### src/rtl/nmbd_pkg.sv
// nmbd_pkg: shared types and constants for the masked box downsampler.
// Used by the controller, the datapath and the top level.
package nmbd_pkg;

  localparam int MAX_CELLS_X_DEF = 64;
  localparam int MAX_CELLS_Y_DEF = 64;
  localparam int VALUE_BITS_DEF  = 32;

  localparam int SAMPLE_W = 32;
  localparam int SUM_W    = 48;
  localparam int CNT_W    = 16;
  localparam int POS_W    = 10;
  localparam int BLK_W    = 6;
  localparam int REG_W    = 11;
  localparam int CFG_IDX_W = 3;
  localparam int QUO_W    = 48;

  localparam logic [CFG_IDX_W-1:0] REG_BLOCK_X  = 3'd0;
  localparam logic [CFG_IDX_W-1:0] REG_BLOCK_Y  = 3'd1;
  localparam logic [CFG_IDX_W-1:0] REG_BLOCK_Z  = 3'd2;
  localparam logic [CFG_IDX_W-1:0] REG_REGION_X = 3'd3;
  localparam logic [CFG_IDX_W-1:0] REG_REGION_Y = 3'd4;
  localparam logic [CFG_IDX_W-1:0] REG_REGION_Z = 3'd5;

  // controller -> datapath
  typedef struct packed {
    logic accept;     // take the input transfer
    logic div_start;  // load divider from the read-modify-write result
    logic div_step;   // one restoring division step
    logic out_load;   // move result to output register
  } nmbd_cmd_t;

  // datapath -> controller
  typedef struct packed {
    logic emit;       // accepted voxel closes a cell
    logic out_full;   // output register holds an untaken result
    logic div_last;   // divider at its final step
  } nmbd_sts_t;

endpackage

### src/rtl/nmbd_ctrl.sv
// nmbd_ctrl: controller state machine of the masked box downsampler.
// Depends on nmbd_pkg for command and status types.
module nmbd_ctrl (
  input  logic               clk,
  input  logic               rst,
  input  logic               in_valid,
  output logic               in_ready,
  input  nmbd_pkg::nmbd_sts_t sts,
  output nmbd_pkg::nmbd_cmd_t cmd
);

  typedef enum logic [3:0] {
    ST_IDLE = 4'b0001,
    ST_RMW  = 4'b0010,
    ST_DIV  = 4'b0100,
    ST_OUT  = 4'b1000
  } state_t;

  state_t state, state_next;

  always_ff @(posedge clk) begin
    if (rst) state <= ST_IDLE;
    else     state <= state_next;
  end

  always_comb begin
    state_next = state;
    cmd = '0;
    in_ready = 1'b0;
    case (state)
      ST_IDLE: begin
        in_ready = 1'b1;
        if (in_valid) begin
          cmd.accept = 1'b1;
          state_next = ST_RMW;
        end
      end
      ST_RMW: begin
        // store read data now registered; sum/count updated here
        if (sts.emit) begin
          cmd.div_start = 1'b1;
          state_next = ST_DIV;
        end else begin
          state_next = ST_IDLE;
        end
      end
      ST_DIV: begin
        cmd.div_step = 1'b1;
        if (sts.div_last) state_next = ST_OUT;
      end
      ST_OUT: begin
        if (!sts.out_full) begin
          cmd.out_load = 1'b1;
          state_next = ST_IDLE;
        end
      end
      default: state_next = ST_IDLE;
    endcase
  end

endmodule

### config.mk
export PLATFORM = sky130hd
export DESIGN_NAME = nmbd_ctrl
export DESIGN_NICKNAME = d
export VERILOG_FILES = /design/src/rtl/nmbd_pkg.sv /design/src/rtl/nmbd_ctrl.sv
export SDC_FILE = /design/constraint.sdc
export NUM_CORES = 1
export LEC_CHECK = 0
export ABC_AREA = 1
export BUFFER_PORTS_ARGS = -buffer_cell sky130_fd_sc_hd__buf_2
export CAP_MARGIN = 40
export CORE_AREA = 2 2 39 41
export CTS_CLUSTER_SIZE = 8
export DETAILED_ROUTE_END_ITERATION = 12
export DIE_AREA = 0 0 41 43
export GPL_TIMING_DRIVEN = 0
export PLACE_DENSITY = 0.47
export SLEW_MARGIN = 40
export SYNTH_ARGS = -nofsm -noshare
export SYNTH_HDL_FRONTEND = slang
export SYNTH_SLANG_ARGS = --single-unit
### constraint.sdc
create_clock -name clk -period 1.55 [get_ports clk]
set_clock_uncertainty 0.1 [all_clocks]
set_input_delay 0.2325 -clock clk [delete_from_list [all_inputs] [get_ports clk]]
set_output_delay 0.2325 -clock clk [all_outputs]
set_load 0.02 [all_outputs]
==> run metrics <==
outcome=finished, final reports clean; mean routed wirelength per cell=8.00 um; ratio of final minimum period to clock period=a little over nine tenths; WP data arrival=1170 ps; H-tree levels=1; initial antenna violation count=0; CP max-delay cell=dfxtp_2; Worst Hold Class=input port to register; vias in the first global route=between 200 and 250; Pwr Density=843 nW/um^2; fin nets=69; Final Hold Viols=0; DIE AREA=1760 sq um; Largest regs=state x4; crit-path cells=nor2_4 -> nand3_2 -> inv_1 -> nand2_1 -> inv_1 -> buf_4 -> buf_4; startpoint types=register; area grow syn2layout=44.8%; post-synthesis sequential area ratio=30.2%; total chip power=0.324 mW; Distinct cells, synth=13; max incr delay on CP=340 ps; first-pass GRT wire length=883 um; GP Congestion=0.710; Core Util, Final=between 20 and 30%; Root Buffer=clkbuf_4; syn_nets=52; Syn Inst Count=46; Mapped Area=265 sq um; Max rail drop VDD=around 0.23 mV; Crit Path Max Fanout=4; post-route ant nets=0; Req. time, crit path=about 1200 ps; die height=43 um; DR iter-0 viols=7; Seq cells post-synth=4; Die Width=around 41 um; Worst-Margin Slew=about 180 ps; RSZ-0062 raised after global routing=true; clock sinks=4; final setup margin=51.9 ps; TritonRoute pass-1 iters=3; TritonCTS clock tree=done; Largest register FFs=4; DR vias=312; layout cells sized above 1=approximately a third; Reg clk slew, reported paths=40 ps; largest net degree at the start of global routing=5; Overflow after GRT=0; minimum clock period=1500 ps; Synth Area per Inst=about 5.8 sq um; synth warn=0; Remaining DRCs=0; DR vias/cell=4.05; register bank with the most flops=state; Core ar.=1380 sq um; Antenna Cells=0; static leakage=0.230 nW; Ports=11; Crit Path Category=register to primary output; fmax=roughly 670 MHz; FP Rows=14; Max-slew headroom=88.1%; Setup WS pre-CTS=between 200 and 250 ps; Post-DP HPWL=473 um; Initial Util=19.2%; clk_lat worst skew=240 ps; GRT Total Usage=about 8.6%; DRT Wirelength=around 600 um; CP Capture Type=primary output; Max-cap violations=0; number of setup violations in the final report=0; port bufs=10; Clock Tree Buf Depth=2; fin. max-slew vios=0; cts bufs inserted=3
-- layout by cell type, fill, tap and decap left out --
cell type	n
inv_1	11
nand2_1	10
buf_2	9
nor2_1	8
nand3_1	4
buf_4	4
clkbuf_4	3
dfxtp_1	3
nor2_4	1
nand3_2	1
nor2_2	1
a31oi_1	1
a21oi_1	1
nor3_1	1
or2_0	1
or2_1	1
dfxtp_2	1
-- report_power, final --
group	internal (mW)	switching, mW	total (mW)
registers	0.110	0.00495	0.114
logic	0.0323	0.0460	0.0783
clock network	0.0867	0.0444	0.131
-- cell usage after synthesis --
cell     count  area, sq um
nand3_1      4         20.0
nand2_1     10         37.5
buf_4        1         7.51
a31oi_1      1         6.26
nor2_1       9         33.8
nor3_1       1         5.00
inv_1       11         41.3
nand3_2      1         10.0
dfxtp_1      4         80.1
or2_0        1         6.26
or2_1        1         6.26
nor2_2       1         6.26
a21oi_1      1         5.00
-- final cells by class --
class / instances / area, sq um
buffer: 1 / 7.51
clock buffer: 3 / 22.5
fill: 167 / 1000
inverter: 11 / 41.3
multi-input combinational: 30 / 144
sequential: 4 / 81.3
tap: 16 / 20.0
timing repair buffer: 12 / 67.6
-- routing by layer --
layer	GRT usage, %	part of all wire, %	vias up
met5	0	0	-
met4	14.0	4.1	0
met1	10.6	45	130
li1	-	-	168
met3	3.14	7.0	2
met2	8.13	43	12
-- cells by family after synthesis --
family | after synthesis | share of synthesized area, %
AO/OA/AOI/OAI | 2 | 4.24
buffers and inverters | 12 | 18.4
flip-flops | 4 | 30.2
AND/OR/NAND/NOR | 28 | 47.2
-- critical path, delay by kind of cell, from the launching register on --
| family | cells | cell delay, ps |
|---|---|---|
| and+or+nand+nor | 3 | 270 |
| buffers and inverters | 4 | 320 |
| DFF | 1 | 340 |
-- worst paths after layout --
kind | startpoint | to | slack (ps) | depth (start not counted)
hold / removal | rst | state[2] | 100 | 2
setup reg to reg | state[0] | state[0] | 330 | 8
setup / recovery | state[2] | cmd[2] | 50 | 7
hold reg to reg | state[1] | state[2] | 520 | 4
-- repair_timing --
action | 4_1_cts | 5_1_grt
resized for setup | 1 | 3
buffers inserted | 0 | 2
cloned | 0 | 0
pin swaps | 1 | 2
setup endpoints to repair | 1 | 2
hold buffers | 0 | 0
-- metrics by stage --
| stage | area [sq um] | instances | hold WS (ps) | setup TNS [ps] |
|---|---|---|---|---|
| floorplan | 265 | 46 | 202 | 0 |
| global placement | 335 | 72 | 353 | 0 |
| detailed placement | 335 | 72 | 356 | 0 |
| CTS | 360 | 75 | 106 | 0 |
| global route | 384 | 77 | 109 | -36.6 |
| finish | 384 | 77 | 96.2 | 0 |
Note: power is estimated with default switching activity, not from simulation.
